--- src/design/rtts_pkg.sv ---
// Shared types and constants for the RGBA raster to 4x4 tile swizzle.
// Pixel and result payloads, the position struct and the per-pixel tile request.
// No dependencies.
`default_nettype none

package rtts_pkg;

  localparam int MAX_WIDTH   = 1024;
  localparam int TILE        = 4;
  localparam int STORED_ROWS = 3;
  localparam int MAX_TILES   = MAX_WIDTH / TILE;
  localparam int MAX_BANDS   = 1024;
  localparam int WORDS       = 2 * TILE;

  localparam int COL_W  = $clog2(MAX_WIDTH);
  localparam int EW_W   = $clog2(MAX_WIDTH + 1);
  localparam int BAND_W = $clog2(MAX_BANDS);
  localparam int HB_W   = 11;
  localparam int WT_W   = 9;
  localparam int CFG_W  = 11;
  localparam int CNT_W  = $clog2(WORDS);

  localparam logic [1:0] LAST_ROW = 2'(STORED_ROWS);
  localparam logic [1:0] TILE_END = 2'(TILE - 1);

  typedef enum logic [0:0] {
    REG_WIDTH_TILES  = 1'b0,
    REG_HEIGHT_BANDS = 1'b1
  } cfg_reg_t;

  typedef struct packed {
    logic [7:0] red;
    logic [7:0] green;
    logic [7:0] blue;
    logic [7:0] alpha;
  } pixel_t;

  typedef struct packed {
    logic [63:0] data_word;
    logic        tile_last;
    logic        frame_last;
  } result_t;

  typedef struct packed {
    logic [COL_W-1:0] col;
    logic [1:0]       row;
    logic             frame_end;
  } pos_t;

  typedef struct packed {
    logic       valid;
    logic       done;
    logic [1:0] k;
    logic       frame_end;
    pixel_t     px;
  } tile_req_t;

endpackage

`default_nettype wire

--- src/design/rtts_pos_ctrl.sv ---
// Configuration registers and frame position counters (column, row in band, band).
// Clamps the register values to their valid ranges when used and flags row and frame ends.
// Depends on rtts_pkg.
`default_nettype none

module rtts_pos_ctrl (
  input  logic                       clk,
  input  logic                       rst,
  input  logic                       cfg_we,
  input  rtts_pkg::cfg_reg_t         cfg_index,
  input  logic [rtts_pkg::CFG_W-1:0] cfg_data,
  input  logic                       advance,
  output rtts_pkg::pos_t             pos
);
  import rtts_pkg::*;

  logic [WT_W-1:0]   width_tiles;
  logic [HB_W-1:0]   height_bands;
  logic [COL_W-1:0]  col;
  logic [1:0]        row;
  logic [BAND_W-1:0] band;

  logic [31:0]       tiles_sat;
  logic [EW_W-1:0]   width_eff;
  logic [EW_W-1:0]   col_inc;
  logic [HB_W-1:0]   height_eff;
  logic [HB_W-1:0]   band_inc;
  logic              row_end;
  logic              last_band;

  always_comb begin
    if (width_tiles == '0) begin
      tiles_sat = 32'd1;
    end else if (32'(width_tiles) > 32'(MAX_TILES)) begin
      tiles_sat = 32'(MAX_TILES);
    end else begin
      tiles_sat = 32'(width_tiles);
    end
    width_eff = EW_W'(tiles_sat << 2);
    col_inc   = EW_W'(col) + EW_W'(1);
    row_end   = (col_inc >= width_eff);

    if (height_bands == '0) begin
      height_eff = HB_W'(1);
    end else if (height_bands > HB_W'(MAX_BANDS)) begin
      height_eff = HB_W'(MAX_BANDS);
    end else begin
      height_eff = height_bands;
    end
    band_inc  = HB_W'(band) + HB_W'(1);
    last_band = (band_inc >= height_eff);
  end

  assign pos.col       = col;
  assign pos.row       = row;
  assign pos.frame_end = row_end && last_band;

  always_ff @(posedge clk) begin
    if (rst) begin
      width_tiles  <= WT_W'(160);
      height_bands <= HB_W'(132);
    end else if (cfg_we) begin
      case (cfg_index)
        REG_WIDTH_TILES:  width_tiles  <= cfg_data[WT_W-1:0];
        REG_HEIGHT_BANDS: height_bands <= cfg_data[HB_W-1:0];
        default: ;
      endcase
    end
  end

  always_ff @(posedge clk) begin
    if (rst) begin
      col  <= '0;
      row  <= '0;
      band <= '0;
    end else if (advance) begin
      if (row_end) begin
        col <= '0;
        if (row == LAST_ROW) begin
          row  <= '0;
          band <= last_band ? '0 : band_inc[BAND_W-1:0];
        end else begin
          row <= row + 2'd1;
        end
      end else begin
        col <= col_inc[COL_W-1:0];
      end
    end
  end

endmodule

`default_nettype wire

--- config.mk ---
export PLATFORM = sky130hd
export DESIGN_NAME = rtts_pos_ctrl
export DESIGN_NICKNAME = d
export VERILOG_FILES = /design/src/design/rtts_pkg.sv /design/src/design/rtts_pos_ctrl.sv
export SDC_FILE = /design/constraint.sdc
export NUM_CORES = 1
export LEC_CHECK = 0
export BUFFER_PORTS_ARGS = -buffer_cell sky130_fd_sc_hd__buf_2
export CORE_UTILIZATION = 40
export DETAILED_ROUTE_END_ITERATION = 10
export SLEW_MARGIN = 20
export SYNTH_ARGS = -nofsm -noshare
export SYNTH_HDL_FRONTEND = slang
export SYNTH_SLANG_ARGS = --single-unit
export TNS_END_PERCENT = 10
--- constraint.sdc ---
create_clock -name clk -period 5.7 [get_ports clk]
set_input_delay 0.855 -clock clk [delete_from_list [all_inputs] [get_ports clk]]
set_output_delay 0.855 -clock clk [all_outputs]
set_load 0.02 [all_outputs]
==> results.py <==
metrics = {
    "global_routing": {
        "antenna_found_initial": 0,
        "grt_max_degree": 27,
        "grt_usage_pct": 17.2,
        "gr-total-overflow": 0,
        "grt_pass1_vias": 1878,
        "grt_first_pass_wirelength_um": 8660,
    },
    "cts": {
        "holdBufCountCts": 0,
        "htree_levels": 2,
        "clk_pin_slew_ns": 0.08,
        "clock-sinks": 42,
        "clk_path_buf_depth": 2,
        "cts_tree": "done",
        "cts_setup_buffers": 0,
        "clk_latency_ns": 0.28,
        "cts_resized": 0,
        "cts_root_buf": "clkbuf_8",
        "numCtsBuffers": 5,
    },
    "min_path": {
        "hold_depth": 2,
        "min_path_type": "flop to flop",
    },
    "floorplan": {
        "coreArea_mm2": 0.00589,
        "die_h_um": 80.0,
        "die-area_mm2": 0.00641,
        "die_w_um": 80.0,
        "io-pin-count": 29,
        "rows": 28,
        "start_util_pct": 41.4,
    },
    "timing": {
        "finalCritPeriodShare_pct": 67.3,
        "finalHoldViolations": 0,
        "fin_crit_ns": 3.84,
        "relSlewSlack_pct": 54.1,
        "slew_viol_final": 0,
        "fmax_mhz": 261,
        "rsz0062_at_grt": "false",
        "tightest_slew_ns": 0.688,
        "fin_tns_setup_ns": 0,
        "fin_skew_ns": 0.00649,
        "final-setup-viol-count": 0,
    },
    "cells_and_area": {
        "fin_util_pct": 46.4,
        "fillers": 622,
        "design_area_mm2": 0.00273,
        "syn_to_final_growth_pct": 12.1,
        "drive_above_1_share_pct": 11.8,
        "antenna_cells": 0,
        "nNetsFinal": 359,
    },
    "worst_setup_path": {
        "max_stage_delay_ns": 0.39,
        "critPathLaunchType": "flop",
        "cp.arrival_ns": 2.98,
        "end_kind": "output port",
        "worstPathRequired_ns": 4.85,
        "path_class": "flop to output port",
        "crit_fanout": 5,
        "cp_slowest_cell": "dfxtp_1",
        "crit_chain": "ha_1 -> and3_1 -> and3_1 -> xor2_1 -> ha_1 -> and4_1 -> nor2b_1 -> o311a_1 -> nor2_1 -> nor2_1 -> buf_2",
        "reg2regPathDepth": 12,
    },
    "power": {
        "p_per_area_mw_per_mm2": 221,
        "ir_worst_vdd_v": 0.000144,
        "p_leak_nw": 1.27,
    },
    "yosys": {
        "yosysSeqAreaShare_pct": 34.5,
        "netlist-cell-type-count": 38,
        "synth_cells": 298,
        "synth_seq_cells": 42,
        "synth_edf_count": 0,
        "synth_area_per_cell_um2": 8.17,
        "syn-cell-area_mm2": 0.00244,
        "yosys.area.top_type_share_pct": 34.5,
        "yosysTopAreaCell": "dfxtp_1",
        "synthTopCellsByCount": "nand2_1, dfxtp_1, a21oi_1, ha_1, nor2_1",
        "synth-main-ff-cell": "dfxtp_1",
        "async_flop_share_pct": 0,
        "yosysMostFrequentCell": "nand2_1",
        "synth_nets": 337,
        "yosys_warnings": 0,
        "synth_area_leaders": "dfxtp_1, ha_1, nand2_1",
    },
    "drt": {
        "drt_pass1_iterations": 4,
        "vias_per_cell": 5.12,
        "drt_iter0_markers": 80,
        "totalWireLength_um": 5010,
        "drc": 0,
        "ant_nets": 0,
        "wire_per_inst_um": 12.7,
        "vias": 2027,
    },
    "placement": {
        "gp_congestion": 0.763,
        "hpwl_um": 3850,
        "portBuffers": 28,
        "postPlaceCellArea_mm2": 0.00262,
    },
    "flow_run": {
        "cap_violations": 0,
    },
    "status": {
        "outcome": "complete, no violations",
    },
}
-- path summary, 6_finish.rpt --
path / startpoint / to / slack (ns)
worst min-delay path: width_tiles[0] / width_tiles[0] / 0.47
worst max-delay path: col[0] / pos[0] / 1.86
worst min register to register: width_tiles[0] / width_tiles[0] / 0.47
worst max register to register: band[0] / band[4] / 2.38
-- per-stage QoR --
| stage | power [W] | worst slack (ns) | hold slack, ns | instances |
|---|---|---|---|---|
| after global routing | 0.000639 | 1.61 | 0.506 | 396 |
| after floorplan | 0.000361 | 2.23 | 0.436 | 298 |
| after global placement | 0.000379 | 2.23 | 0.456 | 388 |
| after detailed placement | 0.000380 | 2.17 | 0.457 | 388 |
| after CTS | 0.000612 | 1.83 | 0.469 | 396 |
| final | 0.000605 | 1.86 | 0.470 | 396 |
-- placed cells by master, fill, tap and decap left out, drive strengths merged, types with 4 or more instances in the layout --
cell type,n
a21oi,23
a22o,9
and3,10
buf,28
clkbuf,6
dfxtp,42
ha,23
nand2,69
nand3,9
nand3b,4
nor2,22
nor2b,5
o21bai,4
xnor2,9
xor2,16
-- sequential cells by signal (all words and copies together) (netlist names) --
signal,flops
height_bands,11
col,10
band,10
row,2
width_tiles,9
-- critical path: cells and delay by family, from the launching register on --
family | cells | cell delay, ns
and+or+nand+nor | 6 | 1.13
adders and majority gates | 2 | 0.53
DFF | 1 | 0.39
AOI/OAI and AO/OA | 1 | 0.31
xor gates and xnor gates | 1 | 0.17
buffers and inverters | 1 | 0.17
-- logic make-up after synthesis --
kind of cell	share of synthesized area (%)
multiplexers	1.28
AO/OA/AOI/OAI	14.4
XOR/XNOR	8.99
flip-flops	34.5
AND/OR/NAND/NOR	26.5
buffers and inverters	2.47
adder cells (fa/ha/maj)	11.8
-- layer usage --
layer / track usage [%] / routed length, um
met4: 3.21 / 29
met1: 23.8 / 2610
met2: 27.8 / 2210
met5: 0 / 0
met3: 3.43 / 163
-- report_power, final --
| group | internal (W) | switching (W) |
|---|---|---|
| sequential | 0.000302 | 0.00000759 |
| combinational | 0.0000254 | 0.0000375 |
| clock | 0.000131 | 0.000101 |
| total | 0.000458 | 0.000146 |
-- layout make-up --
| type | count | area, um^2 | share of cell area (%) |
|---|---|---|---|
| timing repair buffer | 28 | 140 | 5.13 |
| tap | 75 | 93.8 | 3.44 |
| clock inverter | 2 | 37.5 | 1.37 |
| multi-input combinational | 240 | 1540 | 56.2 |
| inverter | 3 | 11.3 | 0.412 |
| clock buffer | 6 | 72.6 | 2.66 |
| sequential | 42 | 841 | 30.8 |
(Power assumes the default switching activity.)
