### src/design/rtts_pkg.sv
// Shared types and constants for the RGBA raster to 4x4 tile swizzle.
// Pixel and result payloads, the position struct and the per-pixel tile request.
// No dependencies.
`default_nettype none

package rtts_pkg;

  localparam int MAX_WIDTH   = 1024;
  localparam int TILE        = 4;
  localparam int STORED_ROWS = 3;
  localparam int MAX_TILES   = MAX_WIDTH / TILE;
  localparam int MAX_BANDS   = 1024;
  localparam int WORDS       = 2 * TILE;

  localparam int COL_W  = $clog2(MAX_WIDTH);
  localparam int EW_W   = $clog2(MAX_WIDTH + 1);
  localparam int BAND_W = $clog2(MAX_BANDS);
  localparam int HB_W   = 11;
  localparam int WT_W   = 9;
  localparam int CFG_W  = 11;
  localparam int CNT_W  = $clog2(WORDS);

  localparam logic [1:0] LAST_ROW = 2'(STORED_ROWS);
  localparam logic [1:0] TILE_END = 2'(TILE - 1);

  typedef enum logic [0:0] {
    REG_WIDTH_TILES  = 1'b0,
    REG_HEIGHT_BANDS = 1'b1
  } cfg_reg_t;

  typedef struct packed {
    logic [7:0] red;
    logic [7:0] green;
    logic [7:0] blue;
    logic [7:0] alpha;
  } pixel_t;

  typedef struct packed {
    logic [63:0] data_word;
    logic        tile_last;
    logic        frame_last;
  } result_t;

  typedef struct packed {
    logic [COL_W-1:0] col;
    logic [1:0]       row;
    logic             frame_end;
  } pos_t;

  typedef struct packed {
    logic       valid;
    logic       done;
    logic [1:0] k;
    logic       frame_end;
    pixel_t     px;
  } tile_req_t;

endpackage

`default_nettype wire

### src/design/rtts_tile_buf.sv
// Tile assembly and word emitter: gathers fourth-row columns with line store
// data, loads a completed 4x4 tile and streams its eight words.
// Depends on rtts_pkg.
`default_nettype none

module rtts_tile_buf (
  input  logic                                         clk,
  input  logic                                         rst,
  input  rtts_pkg::tile_req_t                          req,
  input  rtts_pkg::pixel_t [rtts_pkg::STORED_ROWS-1:0] rdata,
  output logic                                         block,
  output logic                                         out_valid,
  input  logic                                         out_stall,
  output rtts_pkg::result_t                            out_data
);
  import rtts_pkg::*;

  logic             s1_valid;
  logic             s1_done;
  logic [1:0]       s1_k;
  logic             s1_frame_end;
  pixel_t           s1_px;

  pixel_t [TILE-1:0]           colbuf [TILE-1];
  pixel_t [TILE-1:0][TILE-1:0] tile;
  logic                        busy;
  logic [CNT_W-1:0]            cnt;
  logic                        tile_fe;

  logic             buf_free;
  logic             load;
  logic             out_take;
  pixel_t [TILE-1:0] cur_col;
  logic [63:0]      word;

  always_comb begin
    out_take = busy && !out_stall;
    buf_free = !busy || (cnt == CNT_W'(WORDS - 1) && !out_stall);
    block    = s1_valid && s1_done && !buf_free;
    load     = s1_valid && s1_done && buf_free;
    for (int r = 0; r < STORED_ROWS; r++) begin
      cur_col[r] = rdata[r];
    end
    cur_col[TILE-1] = s1_px;
  end

  always_ff @(posedge clk) begin
    if (rst) begin
      s1_valid <= 1'b0;
    end else if (!block) begin
      s1_valid <= req.valid;
    end
  end

  always_ff @(posedge clk) begin
    if (!block && req.valid) begin
      s1_done      <= req.done;
      s1_k         <= req.k;
      s1_frame_end <= req.frame_end;
      s1_px        <= req.px;
    end
    if (s1_valid && !s1_done) begin
      colbuf[s1_k] <= cur_col;
    end
  end

  always_ff @(posedge clk) begin
    if (load) begin
      for (int r = 0; r < TILE; r++) begin
        for (int c = 0; c < TILE - 1; c++) begin
          tile[r][c] <= colbuf[c][r];
        end
        tile[r][TILE-1] <= cur_col[r];
      end
      tile_fe <= s1_frame_end;
    end
  end

  always_ff @(posedge clk) begin
    if (rst) begin
      busy <= 1'b0;
      cnt  <= '0;
    end else if (load) begin
      busy <= 1'b1;
      cnt  <= '0;
    end else if (out_take) begin
      cnt <= cnt + CNT_W'(1);
      if (cnt == CNT_W'(WORDS - 1)) begin
        busy <= 1'b0;
      end
    end
  end

  always_comb begin
    pixel_t p;
    word = '0;
    for (int c = 0; c < TILE; c++) begin
      p = tile[cnt[1:0]][c];
      if (cnt[2]) begin
        word[63 - 16*c -: 16] = {p.green, p.blue};
      end else begin
        word[63 - 16*c -: 16] = {p.alpha, p.red};
      end
    end
  end

  assign out_valid           = busy;
  assign out_data.data_word  = word;
  assign out_data.tile_last  = (cnt == CNT_W'(WORDS - 1));
  assign out_data.frame_last = (cnt == CNT_W'(WORDS - 1)) && tile_fe;

endmodule

`default_nettype wire

### config.mk
export PLATFORM = sky130hd
export DESIGN_NAME = rtts_tile_buf
export DESIGN_NICKNAME = d
export VERILOG_FILES = /design/src/design/rtts_pkg.sv /design/src/design/rtts_tile_buf.sv
export SDC_FILE = /design/constraint.sdc
export NUM_CORES = 1
export LEC_CHECK = 0
export BUFFER_PORTS_ARGS = -buffer_cell sky130_fd_sc_hd__buf_2
export CORE_ASPECT_RATIO = 1.5
export CORE_MARGIN = 4
export CORE_UTILIZATION = 50
export DETAILED_ROUTE_END_ITERATION = 8
export PLACE_DENSITY = 0.7
export REMOVE_ABC_BUFFERS = 1
export SLEW_MARGIN = 10
export SYNTH_ARGS = -nofsm -noshare
export SYNTH_HDL_FRONTEND = slang
export SYNTH_SLANG_ARGS = --single-unit
### constraint.sdc
create_clock -name clk -period 54.5 [get_ports clk]
set_input_delay 0 -clock clk [delete_from_list [all_inputs] [get_ports clk]]
set_output_delay 0 -clock clk [all_outputs]
set_load 0.02 [all_outputs]
==> impl_metrics.toml, run 1 <==
[sta]
tightest_slew_ps = 1140
grt_setup_unrepaired = "false"
finalMaxSlewViolations = 0
hold_viol = 0
fin_crit_ps = 4700
setup_tns_ps = 0
finalSetupViolCount = 0
worst_slack_ps = 49800
finClkSkew_ps = 27.5
max_freq_ghz = 0.213
slew_headroom = 0.240
finalCritPeriodShare = 0.0862

[power_and_ir_drop]
p_leak_nw = 12.3
power_density_mw_per_mm2 = 37.6
ir_drop_uv = 36.1
finalPower_mw = 1.43

[route]
viasPerCell = 5.28
drc = 0
vias = 13000
wl_um = 55800
dr.pass1.iters = 5
ant_nets = 0
drt_iter0_drc = 929
routedWlPerCell_um = 22.7

[clocking]
cts_tree = "yes"
cts_buffers = 79
cts_num_sinks = 938
clk_pin_slew_ps = 70
root_buffer = "clkbuf_16"
insertion_delay_ps = 620
cts.repair.resized = 0
hold_buffers = 136
clockBufferDepth = 3
cts_setup_buffers = 0
htreeDepth = 3

[placement]
portBuffers = 203
place_inst = 2175
placed_area_mm2 = 0.0341
dpl.hpwl_um = 31600
dp_slack_ps = 49740
place_congestion = 0.721

[synthesis]
synth_area_mm2 = 0.0321
synth-seq-cells = 938
postSynthCellCount = 1188
async_flop_share = 0
synth_area_leaders = "edfxtp_1 (87%), mux4_2 (9.0%), mux2_2 (2.2%)"
yosysMostFrequentCell = "edfxtp_1"
synth_top_area_frac = 0.873
ys_warn_count = 0
synth_ff_type = "edfxtp_1"
ys_seq_area_frac = 0.876
netlist_top_cells_count = "edfxtp_1 (933), mux4_2 (128), mux2_2 (64)"
synth-edff-count = 933
yosysTopAreaCell = "edfxtp_1"
synth.avg_cell_area_um2 = 27.0
synth.distinct_cells = 22

[global_routing]
grt_first_pass_wirelength_um = 85700
grt_max_degree = 195
antenna_found_initial = 4
overflow = 0
grt_pass1_vias = 14100
track_usage = 0.166

[job]
cap_violations = 0

[floorplan]
start_util = 0.506
die_y_um = 318
row_count = 113
die_x_um = 215
dieArea_mm2 = 0.0684
pin_count = 204
coreArea_mm2 = 0.0635

[worst_setup_path]
crit_required_ps = 54730
timing.critical_path.buf_inv = 3
path_class = "register to register"
cpMaxStageDelayCell = "dfxtp_4"
crit_family = "buffers and inverters"
crit_path_end_kind = "register"
max_stage_delay_ps = 980
crit_chain = "ha_1 > ha_1 > nand2b_1 > a21oi_4 > buf_4 > buf_12 > buf_4"
cp.arrival_ps = 4920
crit_fanout = 178
startpoint_type = "register"

[finish]
fin_area_mm2 = 0.0381
fin_nets = 1725
drive_above_1_share = 0.323
instances_no_fill = 2456
syn_to_final_growth_pct = 18.7

[worst_hold_path]
hold_path.class = "input pin to register"

[run_status]
status = "complete, no violations"
## stage by stage
step | hold WS, ps | util
floorplan | 69.1 | -
global placement | 177 | 0.537
detailed placement | 178 | 0.537
CTS | 37.5 | 0.600
global route | 79.2 | 0.601
finish | 83.2 | 0.601
## routing by layer
metal | routed length (um) | track usage | up-vias | share of wire
met1 | 22400 | 0.216 | 6722 | 0.40
met5 | 13 | 0 | - | 0.00023
met4 | 1610 | 0.0634 | 2 | 0.029
li1 | - | - | 5829 | -
met2 | 29600 | 0.285 | 322 | 0.53
met3 | 2230 | 0.0267 | 87 | 0.040
## report_power, final
group	total [mW]	internal, mW	switching (mW)
combinational	0.0460	0.0208	0.0252
sequential	0.815	0.809	0.00603
clock	0.571	0.332	0.239
total	1.43	1.16	0.271
## final timing paths
check | slack (ps) | endpoint | start | cells after the start
hold reg to reg | 400 | tile[391] | colbuf[0][103] | 0
setup / recovery | 49800 | tile[189] | cnt[1] | 7
hold / removal | 80 | cur_col[98] | req[2] | 2
setup reg to reg | 49800 | tile[189] | cnt[1] | 7
## kinds of logic after synthesis
kind of cell	Yosys count	share of synthesized area
adders and majority gates	2	0.000779
muxes	194	0.113
AOI/OAI and AO/OA	3	0.000468
buffers and inverters	37	0.00725
and+or+nand+nor	13	0.00257
DFF	938	0.876
xor gates and xnor gates	1	0.000273
## registers in the layout, indices dropped and copies added (netlist names)
register,count
out_valid,1
tile_fe,1
s1_frame_end,1
colbuf,384
cur_col,32
cnt,3
s1_k,2
tile,512
s1_valid,1
s1_done,1
## layout make-up
class / count / area (um2)
fillers: 4214 / 25400
clock buffers: 91 / 2090
repair buffers: 353 / 2520
diodes: 3 / 7.51
multi-input cells: 213 / 3800
well taps: 805 / 1010
inverters: 2 / 7.51
flip-flops and latches: 938 / 28100
clock inverters: 51 / 563
## placed cells by master, fill, tap and decap left out, types with 3 or more instances in the layout
cell           netlist  final
dfxtp_4              0      3
mux2_2              64     64
clkinv_2             0     14
mux4_2             128    128
buf_2                3    203
buf_4                2     11
buf_12               0      3
nor3_1               3      3
edfxtp_1           933    933
dlygate4sd3_1        0    136
clkbuf_16            0     82
diode_2              0      3
clkbuf_1             9      9
clkinv_1             0     18
inv_6                0      3
clkinvlp_4           0      3
bufinv_16            0     12
## worst register-to-register path: cells and delay by family, from the launching register on
family | cells | cell delay (ps)
flip-flops | 1 | 980
AND/OR/NAND/NOR | 1 | 140
adder cells (fa/ha/maj) | 2 | 520
AO/OA/AOI/OAI | 1 | 170
buffers and inverters | 3 | 2480
No activity file was read; power rests on OpenSTA's default activity.
==> run 2: changes to the inputs <==
- PLACE_DENSITY: 0.7 -> 0.72
- clock period: 54.5 -> 4.31 ns (I/O delays scaled with it)
==> run 2 against run 1 <==
Register-to-register slack got worse by 48000 ps. Global-route usage down 0.29 points. Count of clock-buffer cells in the layout shrank 1. Critical endpoint is now out_data[53]. Cell area up 0.17%. Combinational power grew to 13 times the previous value. Non-clock buffer count up 5. Sequential share of layout area is 0.12 points lower. Final cell count rose by 0.33%. Die area stayed put.
==> impl_metrics.toml, run 2 (synthesis gave the netlist of run 1 again) <==
[power_and_ir_drop]
power_density_mw_per_mm2 = 470
ir_drop_uv = 449
p_leak_nw = 12.3

[clocking]
cts_tree = "yes"
cts.repair.resized = 0
cts_setup_buffers = 0
cts_buffers = 82
clockBufferDepth = 3
clk_pin_slew_ps = 60
insertion_delay_ps = 620
htreeDepth = 3
root_buffer = "clkbuf_16"
cts_num_sinks = 938

[finish]
num-fill-cells = 4295
instances_no_fill = 2464
postLayoutCoreUtil = 0.602
syn_to_final_growth_pct = 18.9
final_common_cell = "edfxtp_1"
largest_reg_flops = 512
top_register = "tile"
fin_nets = 1733
drive_above_1_share = 0.327
layout_common_cells = "edfxtp_1 (933), buf_2 (203), dlygate4sd3_1 (135)"

[route]
dr.pass1.iters = 5
wl_um = 55000
drc = 0
vias = 13000
viasPerCell = 5.28
ant_nets = 0
routedWlPerCell_um = 22.3
drt_iter0_drc = 1029

[sta]
tightest_slew_ps = 1230
grt_setup_unrepaired = "false"
finalSetupViolCount = 0
setup_tns_ps = 0
finClkSkew_ps = 20.8
finalCritPeriodShare = 0.746
fin_crit_ps = 3220
hold_viol = 0
slew_headroom = 0.180
max_freq_ghz = 0.311
finalMaxSlewViolations = 0

[worst_setup_path]
cp.arrival_ps = 3220
startpoint_type = "register"
critPathLaunch = "cnt[0]"
crit_required_ps = 4310
path_class = "register to output port"
r2r-start = "cnt[0]"
crit_fanout = 39
crit_path_end_kind = "output port"

[worst_hold_path]
holdCritStartpoint = "req[2]"
hold_path.class = "input pin to register"

[global_routing]
grt_first_pass_wirelength_um = 85000
grt_pass1_vias = 14300
track_usage = 0.163
antenna_found_initial = 4
overflow = 0
grt_max_degree = 139

[floorplan]
start_util = 0.506
die_x_um = 215
coreArea_mm2 = 0.0635
dieArea_mm2 = 0.0684
row_count = 113
pin_count = 204
die_y_um = 318

[run_status]
status = "complete, no violations"

[placement]
dpl.hpwl_um = 32300
place_inst = 2181
place_congestion = 0.743
portBuffers = 203

[job]
cap_violations = 0
run 2: changes by cell type in the layout (fill, tap and decap cells not counted), sizes merged:
cell and delta:
clkbuf -1, clkinvlp +2, clkinv +6, buf +6
diode +1, dlygate4sd3 -1, bufinv -5
run 2: routing by layer:
layer / track usage / vias to the layer above / share of wire
met5: 0 / - / 0.00049
met4: 0.0469 / 4 / 0.019
met1: 0.208 / 6749 / 0.40
met3: 0.0308 / 75 / 0.047
li1: - / 5848 / -
met2: 0.289 / 334 / 0.54
run 2: cell type report:
| type | instances | area (um2) | area share |
|---|---|---|---|
| multi-input cells | 213 | 3800 | 0.0996 |
| diodes | 4 | 10.0 | 0.000262 |
| clock buffers | 90 | 2120 | 0.0556 |
| repair buffers | 358 | 2610 | 0.0682 |
| flip-flops and latches | 938 | 28100 | 0.737 |
| well taps | 805 | 1010 | 0.0264 |
| inverters | 2 | 7.51 | 0.000197 |
| clock inverters | 54 | 500 | 0.0131 |
run 2: critical path, cell delays in order (launching register included):
cell,delay [ps]
dfxtp_4,730
buf_4,740
mux4_2,590
mux2_2,320
buf_2,170
run 2: stage by stage:
stage | hold slack (ps) | area, um2 | total power [mW] | setup slack [ps]
after floorplan | 69.1 | 31900 | 10.9 | -28150
after global placement | 179 | 34200 | 11.0 | 1480
after detailed placement | 178 | 34200 | 11.0 | 1400
after CTS | 28.4 | 38200 | 18.2 | 922
after global routing | 74.9 | 38200 | 18.6 | 791
final | 88.5 | 38200 | 18.0 | 1090
run 2: worst paths after layout:
path / endpoint / slack [ps] / cells past startpoint
worst min register to register: tile[304] / 400 / 0
worst max-delay path: out_data[53] / 1090 / 4
worst min-delay path: cur_col[98] / 90 / 2
worst max register to register: tile[501] / 1470 / 6
run 2: report_power, final:
group / leakage [nW] / internal, mW / switching [mW]
sequential: 8.57 / 10.2 / 0.0718
combinational: 2.45 / 0.268 / 0.320
clock: 1.28 / 4.00 / 3.07
total: 12.3 / 14.5 / 3.47
run 2: what timing repair did:
action                                  CTS  global route
hold endpoints to repair                426             0
endpoints found under the setup margin    0             0
hold buffers                            135             0
==> run 3: changes to the inputs <==
- clock period: 4.31 -> 2.7 ns (I/O delays scaled with it)
==> run 3 against run 2 <==
Final cell count rose by 0.53%. Register-to-register slack got worse by 1200 ps. Sequential power rose by 59%. Critical path depth did not move.
==> impl_metrics.toml, run 3 (synthesis gave the netlist of run 1 again) <==
[global_routing]
grt_busiest_layer = "met2"
overflow = 0
grt_use_met2 = 0.296
grt_first_pass_wirelength_um = 85900
met3_usage = 0.0288
grt_max_degree = 130
antenna_found_initial = 2
track_usage = 0.166
grt_pass1_vias = 14200
gr-usage-met1 = 0.211

[placement]
place_congestion = 0.750
placed_area_mm2 = 0.0344
portBuffers = 203
dpl.hpwl_um = 32400

[sta]
finalMaxSlewViolations = 0
hold_viol = 0
slew_headroom = 0.396
tightest_slew_ps = 905
finalSetupViolCount = 0
fin_crit_ps = 2610
setup_tns_ps = 0
grt_setup_unrepaired = "false"
max_freq_ghz = 0.382
finalCritPeriodShare = 0.968
finClkSkew_ps = 20.8

[power_and_ir_drop]
ir_drop_uv = 535
power_density_mw_per_mm2 = 740
p_leak_nw = 12.4

[worst_hold_path]
holdCritStartpoint = "req[12]"
holdPathStages = 2
hold_path.class = "input pin to register"
whs_endpoint = "cur_col[108]"

[worst_setup_path]
r2r-start = "cnt[0]"
max_stage_delay_ps = 590
crit_chain = "buf_12 > mux4_2 > mux2_2 > buf_2"
cpMaxStageDelayCell = "buf_12"
worstRegToRegCells = 8
crit_path_end_kind = "output port"
critPathLaunch = "cnt[1]"
cp.arrival_ps = 2610
r2r_end = "cnt[0]"
crit_required_ps = 2700
crit_family = "buffers and inverters"
timing.critical_path.buf_inv = 2
crit_fanout = 129
startpoint_type = "register"
regToRegSetupSlack_ps = 270
path_class = "register to output port"

[finish]
largest_reg_flops = 512
top_register = "tile"
antennaDiodeCount = 0
syn_to_final_growth_pct = 19.8
drive_above_1_share = 0.328
final_common_cell = "edfxtp_1"
multi_input_area_mm2 = 0.00380
num-fill-cells = 4222
layout_common_cells = "edfxtp_1 (933), buf_2 (203), dlygate4sd3_1 (137)"
fin_area_mm2 = 0.0384
fin_nets = 1747
regArea_mm2 = 0.0281

[floorplan]
row_count = 113
coreArea_mm2 = 0.0635
die_y_um = 318
start_util = 0.506
pin_count = 204
die_x_um = 215
dieArea_mm2 = 0.0684

[clocking]
insertion_delay_ps = 620
htreeDepth = 3
cts_setup_buffers = 0
cts_num_sinks = 938
cts_tree = "yes"
clk_pin_slew_ps = 60
root_buffer = "clkbuf_16"
clockBufferDepth = 3
cts_buffers = 82

[route]
wl_um = 56200
ant_nets = 0
drc = 0
viasPerCell = 5.29
routedWlPerCell_um = 22.7
dr.pass1.iters = 5
drt_iter0_drc = 1051
vias = 13100

[job]
cap_violations = 0

[run_status]
status = "complete, no violations"
==> run 3: cell types whose count changed in the layout (fill, tap and decap cells not counted), moves of 2 or more <==
| cell | before | now |
|---|---|---|
| bufinv_16 | 7 | 5 |
| dlygate4sd3_1 | 135 | 137 |
| inv_6 | 2 | 5 |
| diode_2 | 4 | 0 |
| buf_4 | 13 | 7 |
| bufbuf_16 | 0 | 2 |
| buf_6 | 0 | 2 |
| buf_16 | 0 | 3 |
| buf_8 | 0 | 2 |
| buf_12 | 7 | 16 |
| clkbuf_1 | 6 | 19 |
| clkinv_1 | 19 | 15 |
| clkinv_4 | 5 | 2 |
==> run 3: what timing repair did <==
action,CTS,global route
gates cloned,3,0
endpoints found under the setup margin,60,12
hold buffers,137,0
resized for setup,7,2
endpoints found under the hold margin,425,0
==> run 3: metal layers <==
| metal | vias to the layer above | wire length (um) | part of all wire |
|---|---|---|---|
| li1 | 5883 | - | - |
| met1 | 6791 | 22100 | 0.39 |
| met2 | 353 | 30500 | 0.54 |
| met3 | 79 | 2490 | 0.044 |
| met4 | 4 | 1040 | 0.019 |
| met5 | - | 27 | 0.00048 |
==> run 3: metrics by stage <==
| step | setup WS (ps) | std cells | power, mW | utilization | hold WS (ps) |
|---|---|---|---|---|---|
| global placement | 451 | 2190 | 17.5 | 0.542 | 178 |
| floorplan | -29760 | 1153 | 17.5 | - | 69.1 |
| global route | 2.19 | 2477 | 29.5 | 0.606 | 55.0 |
| detailed placement | 423 | 2190 | 17.6 | 0.542 | 178 |
| finish | 85.3 | 2477 | 28.5 | 0.606 | 85.9 |
| CTS | 1.29 | 2477 | 28.8 | 0.606 | 32.4 |
==> run 3: layout make-up <==
cell class | instances | area share
sequential | 938 | 0.732
multi-input combinational | 213 | 0.0989
timing repair buffer | 372 | 0.0770
clock buffer | 102 | 0.0559
tap | 805 | 0.0262
clock inverter | 45 | 0.0102
inverter | 2 | 0.000195
==> run 3: worst max path at each step <==
stage / to / slack [ps] / cells past startpoint
2_1_floorplan: tile[0] / -29760 / 4
3_3_place_gp: out_data[17] / 450 / 5
3_5_place_dp: out_data[17] / 420 / 5
4_1_cts: out_data[37] / 1 / 5
5_1_grt: out_data[44] / 2 / 4
6_report: out_data[56] / 90 / 4
==> run 3: report_power, final <==
| group | switching, mW | internal (mW) | total (mW) |
|---|---|---|---|
| clock network | 4.88 | 6.16 | 11.0 |
| logic | 0.534 | 0.466 | 1.00 |
| registers | 0.107 | 16.3 | 16.4 |
| total | 5.52 | 23.0 | 28.5 |
